File: src/sv/assert_macros.svh
// Assertion helpers shared by the RTL. Each expects clk and rst_n in scope.
`ifndef ASSERT_MACROS_SVH
`define ASSERT_MACROS_SVH

// Same-cycle implication, off while reset is held
`define TCWE_ASSERT_NOW(label, ante, cons, msg) \
  label: assert property (@(posedge clk) disable iff (!rst_n) (ante) |-> (cons)) \
    else $error(msg);

// Next-cycle implication, off while reset is held
`define TCWE_ASSERT_NXT(label, ante, cons, msg) \
  label: assert property (@(posedge clk) disable iff (!rst_n) (ante) |=> (cons)) \
    else $error(msg);

`endif

File: src/sv/tcwe_pkg.sv
package tcwe_pkg;

  // Field widths
  localparam int CP_BITS        = 21;
  localparam int WIDTH_BITS     = 2;
  localparam int BUDGET_BITS    = 16;
  localparam int MARK_BITS      = 8;
  localparam int OUT_CELL_BITS  = 16;
  localparam int CFG_IDX_BITS   = 2;
  localparam int CFG_DATA_BITS  = 16;
  localparam int CELL_BITS_DEF  = 16;

  // Register indexes
  localparam logic [CFG_IDX_BITS-1:0] REG_AMB_WIDE = 2'd0;
  localparam logic [CFG_IDX_BITS-1:0] REG_BUDGET   = 2'd1;
  localparam logic [CFG_IDX_BITS-1:0] REG_MARK     = 2'd2;

  // Register reset values
  localparam logic                   AMB_WIDE_RST = 1'b0;
  localparam logic [BUDGET_BITS-1:0] BUDGET_RST   = 16'd80;
  localparam logic [MARK_BITS-1:0]   MARK_RST     = 8'd1;

  // Cell widths
  localparam logic [WIDTH_BITS-1:0] CW_ZERO   = 2'd0;
  localparam logic [WIDTH_BITS-1:0] CW_NARROW = 2'd1;
  localparam logic [WIDTH_BITS-1:0] CW_WIDE   = 2'd2;

  typedef struct packed {
    logic [CP_BITS-1:0] code_point;
    logic               is_final;
  } tcwe_in_t;

  typedef struct packed {
    logic [WIDTH_BITS-1:0]    cell_width;
    logic                     keep_item;
    logic [OUT_CELL_BITS-1:0] running_cells;
    logic                     whole_fits;
    logic                     end_of_string;
  } tcwe_out_t;

endpackage

File: src/sv/tcwe_classify.sv
// Terminal width of one code point: parallel range compares, no state.
module tcwe_classify import tcwe_pkg::*; (
  input  logic [CP_BITS-1:0]    code_point,
  input  logic                  amb_wide,
  output logic [WIDTH_BITS-1:0] cell_width
);

  localparam int N_ZERO = 14;
  localparam int N_WIDE = 15;
  localparam int N_AMB  = 8;

  // Combining, format and variation-selector ranges
  localparam logic [N_ZERO-1:0][CP_BITS-1:0] ZERO_LO = '{
    21'h00300, 21'h00483, 21'h00591, 21'h00610, 21'h0064B, 21'h00670, 21'h006D6,
    21'h00E31, 21'h00E47, 21'h0200B, 21'h02060, 21'h0FE00, 21'h0FE20, 21'hE0100};
  localparam logic [N_ZERO-1:0][CP_BITS-1:0] ZERO_HI = '{
    21'h0036F, 21'h00489, 21'h005BD, 21'h0061A, 21'h0065F, 21'h00670, 21'h006DC,
    21'h00E31, 21'h00E4E, 21'h0200F, 21'h02064, 21'h0FE0F, 21'h0FE2F, 21'hE01EF};

  // East Asian wide and fullwidth ranges
  localparam logic [N_WIDE-1:0][CP_BITS-1:0] WIDE_LO = '{
    21'h01100, 21'h02E80, 21'h03041, 21'h03400, 21'h04E00, 21'h0A000, 21'h0AC00,
    21'h0F900, 21'h0FE10, 21'h0FE30, 21'h0FF00, 21'h0FFE0, 21'h1F300, 21'h1F900,
    21'h20000};
  localparam logic [N_WIDE-1:0][CP_BITS-1:0] WIDE_HI = '{
    21'h0115F, 21'h0303E, 21'h033FF, 21'h04DBF, 21'h09FFF, 21'h0A4CF, 21'h0D7A3,
    21'h0FAFF, 21'h0FE19, 21'h0FE6F, 21'h0FF60, 21'h0FFE6, 21'h1F64F, 21'h1F9FF,
    21'h3FFFD};

  // East Asian ambiguous ranges
  localparam logic [N_AMB-1:0][CP_BITS-1:0] AMB_LO = '{
    21'h000A1, 21'h000B0, 21'h000B6, 21'h02010, 21'h02190, 21'h02500, 21'h025A0,
    21'h02E80};
  localparam logic [N_AMB-1:0][CP_BITS-1:0] AMB_HI = '{
    21'h000A1, 21'h000B4, 21'h000BA, 21'h02027, 21'h021FF, 21'h0257F, 21'h025FF,
    21'h02E80};

  localparam logic [CP_BITS-1:0] C0_END = 21'h00020;
  localparam logic [CP_BITS-1:0] C1_LO  = 21'h0007F;
  localparam logic [CP_BITS-1:0] C1_END = 21'h000A0;

  logic ctrl_hit;
  logic zero_hit;
  logic wide_hit;
  logic amb_hit;

  // Range hits
  always_comb begin
    zero_hit = 1'b0;
    wide_hit = 1'b0;
    amb_hit  = 1'b0;
    for (int i = 0; i < N_ZERO; i++) begin
      zero_hit |= (code_point >= ZERO_LO[i]) && (code_point <= ZERO_HI[i]);
    end
    for (int i = 0; i < N_WIDE; i++) begin
      wide_hit |= (code_point >= WIDE_LO[i]) && (code_point <= WIDE_HI[i]);
    end
    for (int i = 0; i < N_AMB; i++) begin
      amb_hit |= (code_point >= AMB_LO[i]) && (code_point <= AMB_HI[i]);
    end
  end

  // C0 and C1 controls
  assign ctrl_hit = (code_point < C0_END) || ((code_point >= C1_LO) && (code_point < C1_END));

  // Priority: zero width, then ambiguous-as-wide or wide, then narrow
  always_comb begin
    if (ctrl_hit || zero_hit) begin
      cell_width = CW_ZERO;
    end else if ((amb_wide && amb_hit) || wide_hit) begin
      cell_width = CW_WIDE;
    end else begin
      cell_width = CW_NARROW;
    end
  end

endmodule

File: src/sv/terminal_cell_width_elider.sv
// Channel   Ports                         Word
// input     in_valid / in_ready           in_data  (code_point, is_final)
// result    out_valid / out_ready         out_data (cell_width, keep_item, running_cells,
//                                                   whole_fits, end_of_string)
// config    cfg_we / cfg_index            cfg_wdata (write only, no wait)
//
// One word per cycle sustained while out_ready holds; a result moves from the input register
// into the result register and leaves once the receiver takes it.
// Input register, then width lookup, running-total add and budget compares, then the
// result register; string state updates as a word moves into the result register.
// A stalled result holds the result register; the input register still takes one more word.
// Reset (rst_n, synchronous) empties both stages, clears the string state and loads
// register defaults: ambiguous narrow, budget 80, mark width 1.
`include "assert_macros.svh"

module terminal_cell_width_elider import tcwe_pkg::*; #(
  parameter int CELL_COUNT_BITS = CELL_BITS_DEF
) (
  input  logic                     clk,
  input  logic                     rst_n,
  input  logic                     in_valid,
  output logic                     in_ready,
  input  tcwe_in_t                 in_data,
  output logic                     out_valid,
  input  logic                     out_ready,
  output tcwe_out_t                out_data,
  input  logic                     cfg_we,
  input  logic [CFG_IDX_BITS-1:0]  cfg_index,
  input  logic [CFG_DATA_BITS-1:0] cfg_wdata
);

  localparam int CB       = CELL_COUNT_BITS;
  localparam int CMP_BITS = (CB > BUDGET_BITS) ? CB : BUDGET_BITS;
  localparam logic [CB-1:0] SAT_MAX = {CB{1'b1}};

  // Config registers
  logic                   amb_wide_r;
  logic [BUDGET_BITS-1:0] budget_r;
  logic [MARK_BITS-1:0]   mark_r;

  // Pipeline
  logic      s1_v_r, s1_v_nxt;
  tcwe_in_t  s1_r;
  logic      out_v_r, out_v_nxt;
  tcwe_out_t out_r, out_nxt;
  logic      adv;

  // String state
  logic [CB-1:0]          total_r, total_nxt;
  logic [BUDGET_BITS-1:0] kept_r, kept_nxt;
  logic                   closed_r, closed_nxt;
  logic                   str_clear;

  logic [WIDTH_BITS-1:0]  cw;
  logic [CB:0]            total_sum;
  logic [CB-1:0]          total_new;
  logic [BUDGET_BITS:0]   kept_sum;
  logic [BUDGET_BITS-1:0] limit;
  logic                   prefix_open;
  logic                   item_fits;
  logic                   whole_fits;

  // Config writes
  always_ff @(posedge clk) begin
    if (!rst_n) begin
      amb_wide_r <= AMB_WIDE_RST;
      budget_r   <= BUDGET_RST;
      mark_r     <= MARK_RST;
    end else if (cfg_we) begin
      unique case (cfg_index)
        REG_AMB_WIDE: amb_wide_r <= cfg_wdata[0];
        REG_BUDGET:   budget_r   <= cfg_wdata[BUDGET_BITS-1:0];
        REG_MARK:     mark_r     <= cfg_wdata[MARK_BITS-1:0];
        default:      ;
      endcase
    end
  end

  // Handshake
  assign adv       = s1_v_r && (!out_v_r || out_ready);
  assign in_ready  = !s1_v_r || adv;
  assign out_valid = out_v_r;
  assign out_data  = out_r;

  assign s1_v_nxt  = (in_valid && in_ready) ? 1'b1 : (adv ? 1'b0 : s1_v_r);
  assign out_v_nxt = adv ? 1'b1 : (out_ready ? 1'b0 : out_v_r);

  // Width lookup
  tcwe_classify u_classify (
    .code_point (s1_r.code_point),
    .amb_wide   (amb_wide_r),
    .cell_width (cw)
  );

  // Saturating running total
  assign total_sum = {1'b0, total_r} + (CB + 1)'(cw);
  assign total_new = total_sum[CB] ? SAT_MAX : total_sum[CB-1:0];

  // Kept prefix against budget minus mark
  assign limit       = budget_r - BUDGET_BITS'(mark_r);
  assign prefix_open = (budget_r != '0) && (BUDGET_BITS'(mark_r) <= budget_r) && !closed_r;
  assign kept_sum    = {1'b0, kept_r} + (BUDGET_BITS + 1)'(cw);
  assign item_fits   = prefix_open && (kept_sum <= {1'b0, limit});

  // Whole-string fit on the last word
  assign whole_fits = s1_r.is_final && (budget_r != '0) && (total_new != SAT_MAX) &&
                      (CMP_BITS'(total_new) <= CMP_BITS'(budget_r));

  // Next state and result
  always_comb begin
    total_nxt  = total_new;
    kept_nxt   = item_fits ? kept_sum[BUDGET_BITS-1:0] : kept_r;
    closed_nxt = closed_r || (prefix_open && !item_fits);
    if (s1_r.is_final) begin
      total_nxt  = '0;
      kept_nxt   = '0;
      closed_nxt = 1'b0;
    end
    out_nxt.cell_width    = cw;
    out_nxt.keep_item     = item_fits;
    out_nxt.running_cells = OUT_CELL_BITS'(total_new);
    out_nxt.whole_fits    = whole_fits;
    out_nxt.end_of_string = s1_r.is_final;
  end

  // Control and state registers
  always_ff @(posedge clk) begin
    if (!rst_n) begin
      s1_v_r   <= 1'b0;
      out_v_r  <= 1'b0;
      total_r  <= '0;
      kept_r   <= '0;
      closed_r <= 1'b0;
    end else begin
      s1_v_r  <= s1_v_nxt;
      out_v_r <= out_v_nxt;
      if (adv) begin
        total_r  <= total_nxt;
        kept_r   <= kept_nxt;
        closed_r <= closed_nxt;
      end
    end
  end

  // Payload registers
  always_ff @(posedge clk) begin
    if (in_valid && in_ready) begin
      s1_r <= in_data;
    end
    if (adv) begin
      out_r <= out_nxt;
    end
  end

  // String state back at its start
  assign str_clear = (total_r == '0) && (kept_r == '0) && !closed_r;

  // Checks
  `TCWE_ASSERT_NOW(a_width_range, out_v_r, out_r.cell_width <= CW_WIDE, "bad cell width")
  `TCWE_ASSERT_NOW(a_fits_on_last, out_v_r && out_r.whole_fits, out_r.end_of_string, "fits early")
  `TCWE_ASSERT_NXT(a_closed_drops, adv && closed_r, !out_r.keep_item, "kept after close")
  `TCWE_ASSERT_NXT(a_clear_on_last, adv && s1_r.is_final, str_clear, "state not cleared")

endmodule

File: config.mk
export PLATFORM = sky130hd
export DESIGN_NAME = terminal_cell_width_elider
export DESIGN_NICKNAME = d
export VERILOG_FILES = /design/src/sv/tcwe_pkg.sv /design/src/sv/tcwe_classify.sv /design/src/sv/terminal_cell_width_elider.sv
export VERILOG_INCLUDE_DIRS = /design/src /design/src/sv
export SDC_FILE = /design/constraint.sdc
export NUM_CORES = 1
export LEC_CHECK = 0
export BUFFER_PORTS_ARGS = -buffer_cell sky130_fd_sc_hd__buf_2
export CAP_MARGIN = 20
export CORE_ASPECT_RATIO = 1.2
export CORE_MARGIN = 3
export CORE_UTILIZATION = 57
export DETAILED_ROUTE_END_ITERATION = 8
export PLACE_DENSITY = 0.77
export SETUP_SLACK_MARGIN = 0.1
export SLEW_MARGIN = 20
export SYNTH_ARGS = -nofsm -noshare
export SYNTH_HDL_FRONTEND = slang
export SYNTH_SLANG_ARGS = --single-unit
File: constraint.sdc
create_clock -name clk -period 6.6 [get_ports clk]
set_input_delay 0.33 -clock clk [delete_from_list [all_inputs] [get_ports clk]]
set_output_delay 0.33 -clock clk [all_outputs]
set_load 0.01 [all_outputs]
=== Word level (Yosys, flattened, before mapping) ===
Index checks and enable logic that the tools add are counted.

* Register bits after elaboration: 103
* Memories: 0
* Word-level logic and storage cells: 212
* Bits in writable memories: 0
* Memory bits (read-only): 0
* Latch bits: 0

* Add/sub/neg operators: 3
* Bitwise logic cells: 34
* Order comparisons: 79
* Equal/unequal tests: 3
* Shift-type cells: 0
* Div/mod/pow operators: 0
* Mux-type cells: 11
* Reduce and logical (&&, ||, !) cells: 67
* Multipliers: 0

{| class="wikitable"
|+ Operator list
! kind !! number
|-
| $le A21 B16 Y1 const B || 10
|-
| $ge A21 B14 Y1 const B || 9
|-
| $ge A21 B16 Y1 const B || 9
|-
| $le A21 B14 Y1 const B || 9
|-
| $ge A21 B11 Y1 const B || 6
|-
| $le A21 B11 Y1 const B || 6
|-
| $mux W16 || 4
|-
| $ge A21 B8 Y1 const B || 3
|-
| $le A21 B8 Y1 const B || 3
|-
| $logic_and A1 B1 Y1 || 48
|-
| $ge A21 B12 Y1 const B || 2
|-
| $ge A21 B17 Y1 const B || 2
|-
| $le A21 B12 Y1 const B || 2
|-
| $le A21 B17 Y1 const B || 2
|-
| $add A16 B2 Y17 || 2
|-
| $or A1 B1 Y1 || 34
|-
| $ge A21 B10 Y1 const B || 1
|-
| $ge A21 B13 Y1 const B || 1
|-
| $ge A21 B15 Y1 const B || 1
|-
| $ge A21 B18 Y1 const B || 1
|-
| $ge A21 B20 Y1 const B || 1
|-
| $ge A21 B7 Y1 const B || 1
|-
| $le A21 B10 Y1 const B || 1
|-
| $le A21 B13 Y1 const B || 1
|-
| 20 further kinds || 38
|}

=== Depth between registers and ports, before layout ===
Gate-level depths: netlist of run 1.

* Depth in word-level cells: 26
* Mapped depth: 25
* Mapped depth without buffers: 23

=== Modules after synthesis ===
A second synthesis of run 1 with hierarchy kept.

* Cells, all modules: 949
* Area total of the unflattened synthesis: 7,868.8 um^2

{| class="wikitable"
|+ Modules (own cells, without submodules)
! module !! area each (um^2) !! times used !! sequential area each (um^2) !! cells each
|-
| terminal_cell_width_elider || 5,764.3 || 1 || 2,492.4 || 610
|-
| tcwe_classify || 2,104.5 || 1 || 0.0 || 339
|}

=== Worst setup path before layout of run 1 ===
OpenSTA, ideal clock, no wires.

* Path kind: reg-to-reg
* From: reg s1_r[19] (netlist bit)
* To: reg closed_r
* Path slack: 0.917 ns
* Clock period less this slack: 5.683 ns
* Cell stages (with the launch flop): 25
* Data arrival time: 5.567 ns
* Cells stage by stage: edfxtp_1 > or4_4 > buf_6 > nor4_4 > o21ai_1 > nand2_1 > o22ai_1 > o41ai_2 > nor4b_2 > ha_1 > fa_1 > nand3_1 > nor4_2 > nand3_1 > nor2_1 > xor2_1 > ha_1 > nand4_1 > nor2_1 > a31oi_1 > a31oi_1 > o21ai_1 > clkbuf_1 > a21oi_1 > o211a_1

* Cells in the longest elaborated chain, start to end: 26

{| class="wikitable"
|+ Ends and longest elaborated chain
! element !! RTL line !! text
|-
| start: declaration || terminal_cell_width_elider.sv:43 || <nowiki>tcwe_in_t s1_r;</nowiki>
|-
| start signal: assignment || terminal_cell_width_elider.sv:148 || <nowiki>s1_r <= in_data;</nowiki>
|-
| $ge A21 B18 Y1 (tied with other cells) || tcwe_classify.sv:56 || <nowiki>wide_hit |= (code_point >= WIDE_LO[i]) && (code_point <= WIDE_HI[i]);</nowiki>
|-
| $logic_and A1 B1 Y1 || tcwe_classify.sv:56 ||
|-
| $or A1 B1 Y1 (14 in a row) || tcwe_classify.sv:56 ||
|-
| $logic_or A1 B1 Y1 || tcwe_classify.sv:70 || <nowiki>end else if ((amb_wide && amb_hit) || wide_hit) begin</nowiki>
|-
| $mux W2 || tcwe_classify.sv:70 ||
|-
| $mux W2 (*) || tcwe_classify.sv:68 || <nowiki>if (ctrl_hit || zero_hit) begin</nowiki>
|-
| via cw[0] || terminal_cell_width_elider.sv:54 || <nowiki>logic [WIDTH_BITS-1:0] cw;</nowiki>
|-
| $add A16 B2 Y17 (*) || terminal_cell_width_elider.sv:102 || <nowiki>assign kept_sum = {1'b0, kept_r} + (BUDGET_BITS + 1)'(cw);</nowiki>
|-
| $le A17 B16 Y1 (*) || terminal_cell_width_elider.sv:103 || <nowiki>assign item_fits = prefix_open && (kept_sum <= {1'b0, limit});</nowiki>
|-
| $logic_and A1 B1 Y1 (*) || terminal_cell_width_elider.sv:103 ||
|-
| $logic_not A1 Y1 (*) || terminal_cell_width_elider.sv:113 || <nowiki>closed_nxt = closed_r || (prefix_open && !item_fits);</nowiki>
|-
| $logic_and A1 B1 Y1 (*) || terminal_cell_width_elider.sv:113 ||
|-
| $logic_or A1 B1 Y1 (*) || terminal_cell_width_elider.sv:113 ||
|-
| $mux W1 (*) || terminal_cell_width_elider.sv:114 || <nowiki>if (s1_r.is_final) begin</nowiki>
|-
| end signal: assignment || terminal_cell_width_elider.sv:140 || <nowiki>closed_r <= closed_nxt;</nowiki>
|-
| end: declaration || terminal_cell_width_elider.sv:51 || <nowiki>logic closed_r, closed_nxt;</nowiki>
|}

Mark *: on every way through the listed nets, which the timed path passes. The rest lies on a longest branch.
A chain may end at the register's enable or synchronous reset.

=== Worst setup path in the final report of run 1 ===
* From: reg s1_r[19] (netlist bit)
* To: reg kept_r[15]

* Cells in the longest elaborated chain, start to end: 24

{| class="wikitable"
|+ Ends and longest elaborated chain
! element !! RTL line !! text
|-
| $ge A21 B18 Y1 (tied with other cells) || tcwe_classify.sv:56 ||
|-
| $logic_and A1 B1 Y1 || tcwe_classify.sv:56 ||
|-
| $or A1 B1 Y1 (14 in a row) || tcwe_classify.sv:56 ||
|-
| $logic_or A1 B1 Y1 || tcwe_classify.sv:70 ||
|-
| $mux W2 || tcwe_classify.sv:70 ||
|-
| $mux W2 (*) || tcwe_classify.sv:68 ||
|-
| via cw[1] || terminal_cell_width_elider.sv:54 ||
|-
| $add A16 B2 Y17 (*) || terminal_cell_width_elider.sv:102 ||
|-
| $le A17 B16 Y1 || terminal_cell_width_elider.sv:103 ||
|-
| $logic_and A1 B1 Y1 || terminal_cell_width_elider.sv:103 ||
|-
| $reduce_bool A2 Y1 (no line) || - ||
|-
| $reduce_and A2 Y1 (no line) || - ||
|-
| end signal: assignment || terminal_cell_width_elider.sv:139 || <nowiki>kept_r <= kept_nxt;</nowiki>
|-
| end: declaration || terminal_cell_width_elider.sv:50 || <nowiki>logic [BUDGET_BITS-1:0] kept_r, kept_nxt;</nowiki>
|}

Mark *: on every way through the listed nets, which the timed path passes. The rest lies on a longest branch. The select of a mux whose other input is x is not followed.

==> results.toml, run 1 <==
[placement]
place_hpwl_um = 18700
dpl.cell_count = 1135
io_buffer_count = 67
place.gp.congestion = 1.07

[pwr]
worst_ir_drop_vdd_mv = 0.142
p_clk_frac = 0.354
power.switching_uw = 454
combPwrFrac = 0.181
power_density_nw_per_um2 = 177
seq_power_share = 0.464
power.internal_mw = 1.08
leakage_nw = 3.40
total_power_mw = 1.53
swShare = 0.296

[worst_setup_path]
reg2reg_to = "kept_r[15]"
critPathLaunch = "s1_r[19]"
crit_top_cell = "nor4_1"
r2r_cells = 23
criticalPathCategory = "reg -> reg"
reg2reg_from = "s1_r[19]"
critPathMaxFanout = 11
worst_ep_required_time_ns = 6.86
crit_path_end = "kept_r[15]"
worst_setup_path_start_kind = "flop"
critPathSlowestCell = "nor4_1"
ff2ff_setup_slack_ns = 0.41
worst_setup_path_end_kind = "flop"
slowest_delay_ns = 0.71
path_cells = "or4_4, nor4_1, nand2_1, nor4_1, nor4_1, nand4_1, nand2b_1, ha_1, a21oi_1, nor4_1, buf_4, nand3_1, nor2_1, xor2_1, ha_1, nand2_1, nor2_1, a31oi_1, a31oi_1, o21a_1, o31ai_1, buf_4, o32ai_1"
arrival_ns = 6.44

[cells_and_area]
final_cell_mix = "nand2_1, nor2_1, buf_2"
seq_area_um2 = 2490
fillCellCount = 1077
synthToLayoutAreaGrowth_pct = 14.4
instances_no_fill = 1179
multiInputGateArea_um2 = 4680
final_common_cell = "nand2_1"
final_nets = 1101
final_layout_size_suffix_gt1_frac = 0.164

[clock_network]
cts-root-buf = "clkbuf_16"
htree_levels = 3
clockBufferDepth = 2
clkTransAtPathRegs_ns = 0.08
clkLatencyLatePin_ns = 0.35
cts_tree = "built"
clock_sinks = 103
cts_buffers = 9

[global_routing]
grt_max_degree = 30
track_usage = 0.327
grt_pass1_wl_um = 38800
antenna_found_initial = 0
gr-total-overflow = 0
grt_pass1_vias = 7474

[sta]
period_needed_ns = 6.19
fin_setup_tns_ns = 0
fmax_mhz = 162
hold_viol_final = 0
setup_violations = 0
rsz0062_at_grt = "false"
worst_pin_slew_ns = 0.769
slew_headroom = 0.482
whs_ns = 0.148
drv_slew = 0
fin_worst_skew_ns = 0.0105
timing.final.crit_share = 0.938

[route]
vias = 7680
drtIter0Drc = 797
wl_per_cell_um = 21.0
wl_um = 24800
routed_via_density = 6.51
ant_nets = 0
drc_errors = 0
drt_pass1_iterations = 6

[outcome]
outcome = "complete, no violations"

[floorplanning]
die_y_um = 132
die_area_um2 = 14700
core_um2 = 12800
ios = 68
rows = 45
die_x_um = 111
initial_core_util = 0.591

[run]
maxCapViolations = 0

[logic_synthesis]
synth-seq-area-share = 0.330
ys_types = 74
syn_avg_cell_area_um2 = 8.10
yosys_warnings = 0
postSynthCellCount = 932
synthFlopType = "dfxtp_1"
synth-async-reset-ratio = 0
netlist_area_um2 = 7550
synth_edf_count = 43
synth-seq-cells = 103
synth_nets = 1024

[min_path]
hp-class = "in -> reg"
-- logic make-up (layout without fill, tap and decap cells) --
family | after synthesis | after routing | synth area share
AO/OA/AOI/OAI | 202 | 202 | 0.180
XOR/XNOR | 37 | 37 | 0.0429
adder cells (fa/ha/maj) | 47 | 47 | 0.0808
buffers and inverters | 106 | 188 | 0.0552
flip-flops | 103 | 103 | 0.330
multiplexers | 13 | 13 | 0.0177
other | 0 | 1 | 0
AND/OR/NAND/NOR | 424 | 424 | 0.293
-- layer usage --
layer,up-vias,track usage,share of wire
met4,0,0.204,0.065
met3,113,0.0390,0.059
met5,-,0,0
met2,367,0.575,0.50
li1,3584,-,-
met1,3616,0.377,0.38
-- registers in the layout (all words and copies together), names as in the netlist --
name        cells
s1_r           21
total_r        16
out_nxt         1
mark_r          8
out_data       21
budget_r       16
amb_wide_r      1
closed_r        1
s1_v_r          1
out_valid       1
kept_r         16
-- worst max-delay path: cells and delay by family (launching register included) --
| kind | cells | cell delay, ns |
|---|---|---|
| AO/OA/AOI/OAI | 6 | 1.40 |
| XOR/XNOR | 1 | 0.17 |
| adder cells (fa/ha/maj) | 2 | 0.59 |
| buffers and inverters | 2 | 0.33 |
| flip-flops | 1 | 0.47 |
| AND/OR/NAND/NOR | 12 | 3.13 |
-- cell type report --
type | count | area share
tap | 164 | 0.0238
sequential | 103 | 0.289
multi-input combinational | 723 | 0.542
antenna | 1 | 0.000290
clock buffer | 11 | 0.0294
clock inverter | 5 | 0.00536
inverter | 46 | 0.0200
timing repair buffer | 126 | 0.0910
-- Yosys cell counts, types with 4 or more instances --
library cell | count | area, µm²
a211oi_1 | 8 | 60.1
a21o_1 | 9 | 67.6
a21oi_1 | 53 | 265
a22oi_1 | 18 | 135
a311o_1 | 5 | 50.1
a31oi_1 | 18 | 113
and2_1 | 8 | 50.1
and3_1 | 8 | 50.1
and4_1 | 8 | 70.1
clkbuf_1 | 55 | 206
dfxtp_1 | 60 | 1200
edfxtp_1 | 43 | 1290
ha_1 | 44 | 551
inv_1 | 45 | 169
mux2i_1 | 10 | 100
nand2_1 | 124 | 465
nand2b_1 | 11 | 68.8
nand3_1 | 28 | 140
nand3b_1 | 5 | 37.5
nand4_1 | 31 | 194
nand4b_1 | 5 | 43.8
nor2_1 | 90 | 338
nor2b_1 | 14 | 87.6
nor3_1 | 29 | 145
nor3b_1 | 5 | 37.5
nor4_1 | 24 | 150
nor4b_1 | 4 | 35.0
o211ai_1 | 7 | 52.6
o21ai_0 | 30 | 150
o22ai_1 | 5 | 31.3
o311ai_0 | 6 | 52.6
o31a_1 | 5 | 43.8
o31ai_1 | 8 | 60.1
o32ai_1 | 4 | 35.0
or3_1 | 5 | 31.3
or4_1 | 5 | 37.5
xnor2_1 | 22 | 193
xor2_1 | 15 | 131
-- power groups by stage --
| stage | Clock, mW | Sequential, mW | Combinational (mW) |
|---|---|---|---|
| global placement | 0 | 0.729 | 0.249 |
| detailed placement | 0 | 0.729 | 0.252 |
| global route | 0.578 | 0.714 | 0.302 |
| CTS | 0.553 | 0.715 | 0.253 |
| floorplan | 0 | 0.714 | 0.174 |
| finish | 0.543 | 0.712 | 0.278 |
-- through the flow --
stage | utilization | setup WS [ns] | instance area [µm²]
after floorplan | - | 0.917 | 7550
after global placement | 0.633 | 0.487 | 8090
after detailed placement | 0.633 | 0.320 | 8090
after CTS | 0.656 | 0.259 | 8390
after global routing | 0.676 | 0.127 | 8640
final | 0.676 | 0.412 | 8640
-- timing repair --
| item | 4_1_cts | 5_1_grt |
|---|---|---|
| endpoints found under the hold margin | 0 | 0 |
| gates resized for setup | 0 | 7 |
| setup endpoints to repair | 0 | 19 |
| setup buffers | 0 | 26 |
| hold buffers | 0 | 0 |
-- worst min path at each step --
stage	startpoint	end	slack, ns	cells past startpoint
after detailed placement	mark_r[0]	mark_r[0]	0.48	2
after floorplan	out_nxt[0]	out_data[0]	0.42	0
after CTS	in_data[20]	s1_r[20]	0.13	1
final	in_data[20]	s1_r[20]	0.15	1
after global routing	in_data[15]	s1_r[15]	0.13	1
after global placement	mark_r[0]	mark_r[0]	0.47	2
No activity file was read; power rests on OpenSTA's default activity.
==> run 2: changes to the inputs <==
--- a/config.mk
+++ b/config.mk
@@ -11,6 +11,7 @@
 export CORE_ASPECT_RATIO = 1.2
 export CORE_MARGIN = 3
 export CORE_UTILIZATION = 57
+export CTS_BUF_LIST = sky130_fd_sc_hd__clkbuf_4 sky130_fd_sc_hd__clkbuf_8 sky130_fd_sc_hd__clkbuf_16
 export DETAILED_ROUTE_END_ITERATION = 8
 export PLACE_DENSITY = 0.77
 export SETUP_SLACK_MARGIN = 0.1
==> results.toml, run 2 (synthesized netlist as in run 1, its figures left out) <==
[cells_and_area]
final_layout_size_suffix_gt1_frac = 0.165
instances_no_fill = 1179
final_nets = 1101
fillCellCount = 1078
final_area_um2 = 8640
final_cell_mix = "nand2_1, nor2_1, buf_2"
final_common_cell = "nand2_1"
synthToLayoutAreaGrowth_pct = 14.4

[sta]
drv_slew = 0
period_needed_ns = 6.15
fin_setup_tns_ns = 0
worst_pin_slew_ns = 0.748
fin_worst_skew_ns = 0.0118
timing.final.crit_share = 0.931
setup_violations = 0
rsz0062_at_grt = "false"
whs_ns = 0.147
hold_viol_final = 0
fmax_mhz = 163
slew_headroom = 0.498

[global_routing]
grt_util_met1 = 0.377
grt_max_degree = 30
gr-total-overflow = 0
grt_pass1_wl_um = 38800
use_met2 = 0.575
grt_pass1_vias = 7475
track_usage = 0.327
busiest_layer = "met2"
antenna_found_initial = 0
use_met3 = 0.0390

[worst_setup_path]
reg2reg_to = "kept_r[15]"
slowest_delay_ns = 0.68
crit_top_cell = "nor4_1"
critPathTopFamily = "simple AND/OR/NAND/NOR gates"
path_cells = "or4_4, nor4_1, nand2_1, nor4_1, nor4_1, nand4_1, nand2b_1, ha_1, a21oi_1, nor4_1, buf_4, nand3_1, nor2_1, xor2_1, ha_1, nand2_1, nor2_1, a31oi_1, a31oi_1, o21a_1, o31ai_1, buf_4, o32ai_1"
critPathSlowestCell = "or4_4"
crit_buf_inv = 2
reg2reg_from = "s1_r[19]"
criticalPathCategory = "reg -> reg"
worst_ep_required_time_ns = 6.86
arrival_ns = 6.40
critPathLaunch = "s1_r[19]"
worst_setup_path_start_kind = "flop"
worst_setup_path_end_kind = "flop"
ff2ff_setup_slack_ns = 0.45
critPathMaxFanout = 11
r2r_cells = 23

[placement]
place.gp.congestion = 1.07
place_hpwl_um = 18700
dpl.cell_count = 1135
placed_area_um2 = 8090
io_buffer_count = 67

[floorplanning]
initial_core_util = 0.591
die_area_um2 = 14700
die_y_um = 132
die_x_um = 111
ios = 68
rows = 45
core_um2 = 12800

[min_path]
hp-class = "in -> reg"
hold_end = "s1_r[20]"
whs_path_depth = 1
hp-start = "in_data[20]"

[outcome]
outcome = "complete, no violations"

[pwr]
power.switching_uw = 454
power_density_nw_per_um2 = 178
worst_ir_drop_vdd_mv = 0.143
swShare = 0.295
leakage_nw = 3.41
power.internal_mw = 1.08
total_power_mw = 1.54
p_clk_frac = 0.357
seq_power_share = 0.463
combPwrFrac = 0.180

[route]
ant_nets = 0
drtIter0Drc = 802
vias = 7688
wl_per_cell_um = 21.0
drc_errors = 0
routed_via_density = 6.52
wl_um = 24700
drt_pass1_iterations = 6

[clock_network]
cts-root-buf = "clkbuf_16"
clkTransAtPathRegs_ns = 0.08
cts_buffers = 9
clkLatencyLatePin_ns = 0.35
htree_levels = 3
clock_sinks = 103
clockBufferDepth = 2
cts_tree = "built"

[run]
maxCapViolations = 0
==> run 2: cell counts in the layout (fill, tap and decap cells not counted) <==
No cell type changed its count.
==> run 2: worst max-delay path by stage <==
stage	depth (start not counted)	slack, ns	end
2_1_floorplan	24	0.92	closed_r
3_3_place_gp	23	0.49	kept_r[15]
3_5_place_dp	23	0.32	kept_r[15]
4_1_cts	23	0.26	kept_r[10]
5_1_grt	25	0.13	out_data[1]
6_report	23	0.45	kept_r[15]
==> run 2: what timing repair did <==
action / CTS / global route
gates resized for setup: 0 / 7
hold buffers: 0 / 0
buffers inserted: 0 / 26
endpoints found under the setup margin: 0 / 19
==> run 2: cell type report <==
| type | count | area, µm² | area share |
|---|---|---|---|
| clock buffer | 11 | 258 | 0.0298 |
| timing repair buffer | 126 | 786 | 0.0909 |
| tap | 164 | 205 | 0.0237 |
| antenna | 1 | 2.50 | 0.000290 |
| multi-input combinational | 723 | 4680 | 0.541 |
| sequential | 103 | 2490 | 0.288 |
| inverter | 46 | 173 | 0.0200 |
| clock inverter | 5 | 46.3 | 0.00536 |
==> run 2: power by group through the flow <==
stage	Sequential, mW	Clock [mW]	Combinational (mW)
6_report	0.711	0.548	0.277
5_1_grt	0.714	0.583	0.302
4_1_cts	0.715	0.557	0.253
3_5_place_dp	0.729	0	0.252
3_3_place_gp	0.729	0	0.249
2_1_floorplan	0.714	0	0.174
==> run 2: through the flow <==
stage	util	setup WS, ns
floorplan	-	0.917
global placement	0.633	0.487
detailed placement	0.633	0.320
CTS	0.657	0.259
global route	0.676	0.126
finish	0.676	0.454
==> run 2: routing by layer <==
layer  share of wire  vias up
li1                -     3586
met1            0.38     3613
met2            0.50      372
met3           0.055      117
met4           0.070        0
met5               0        -
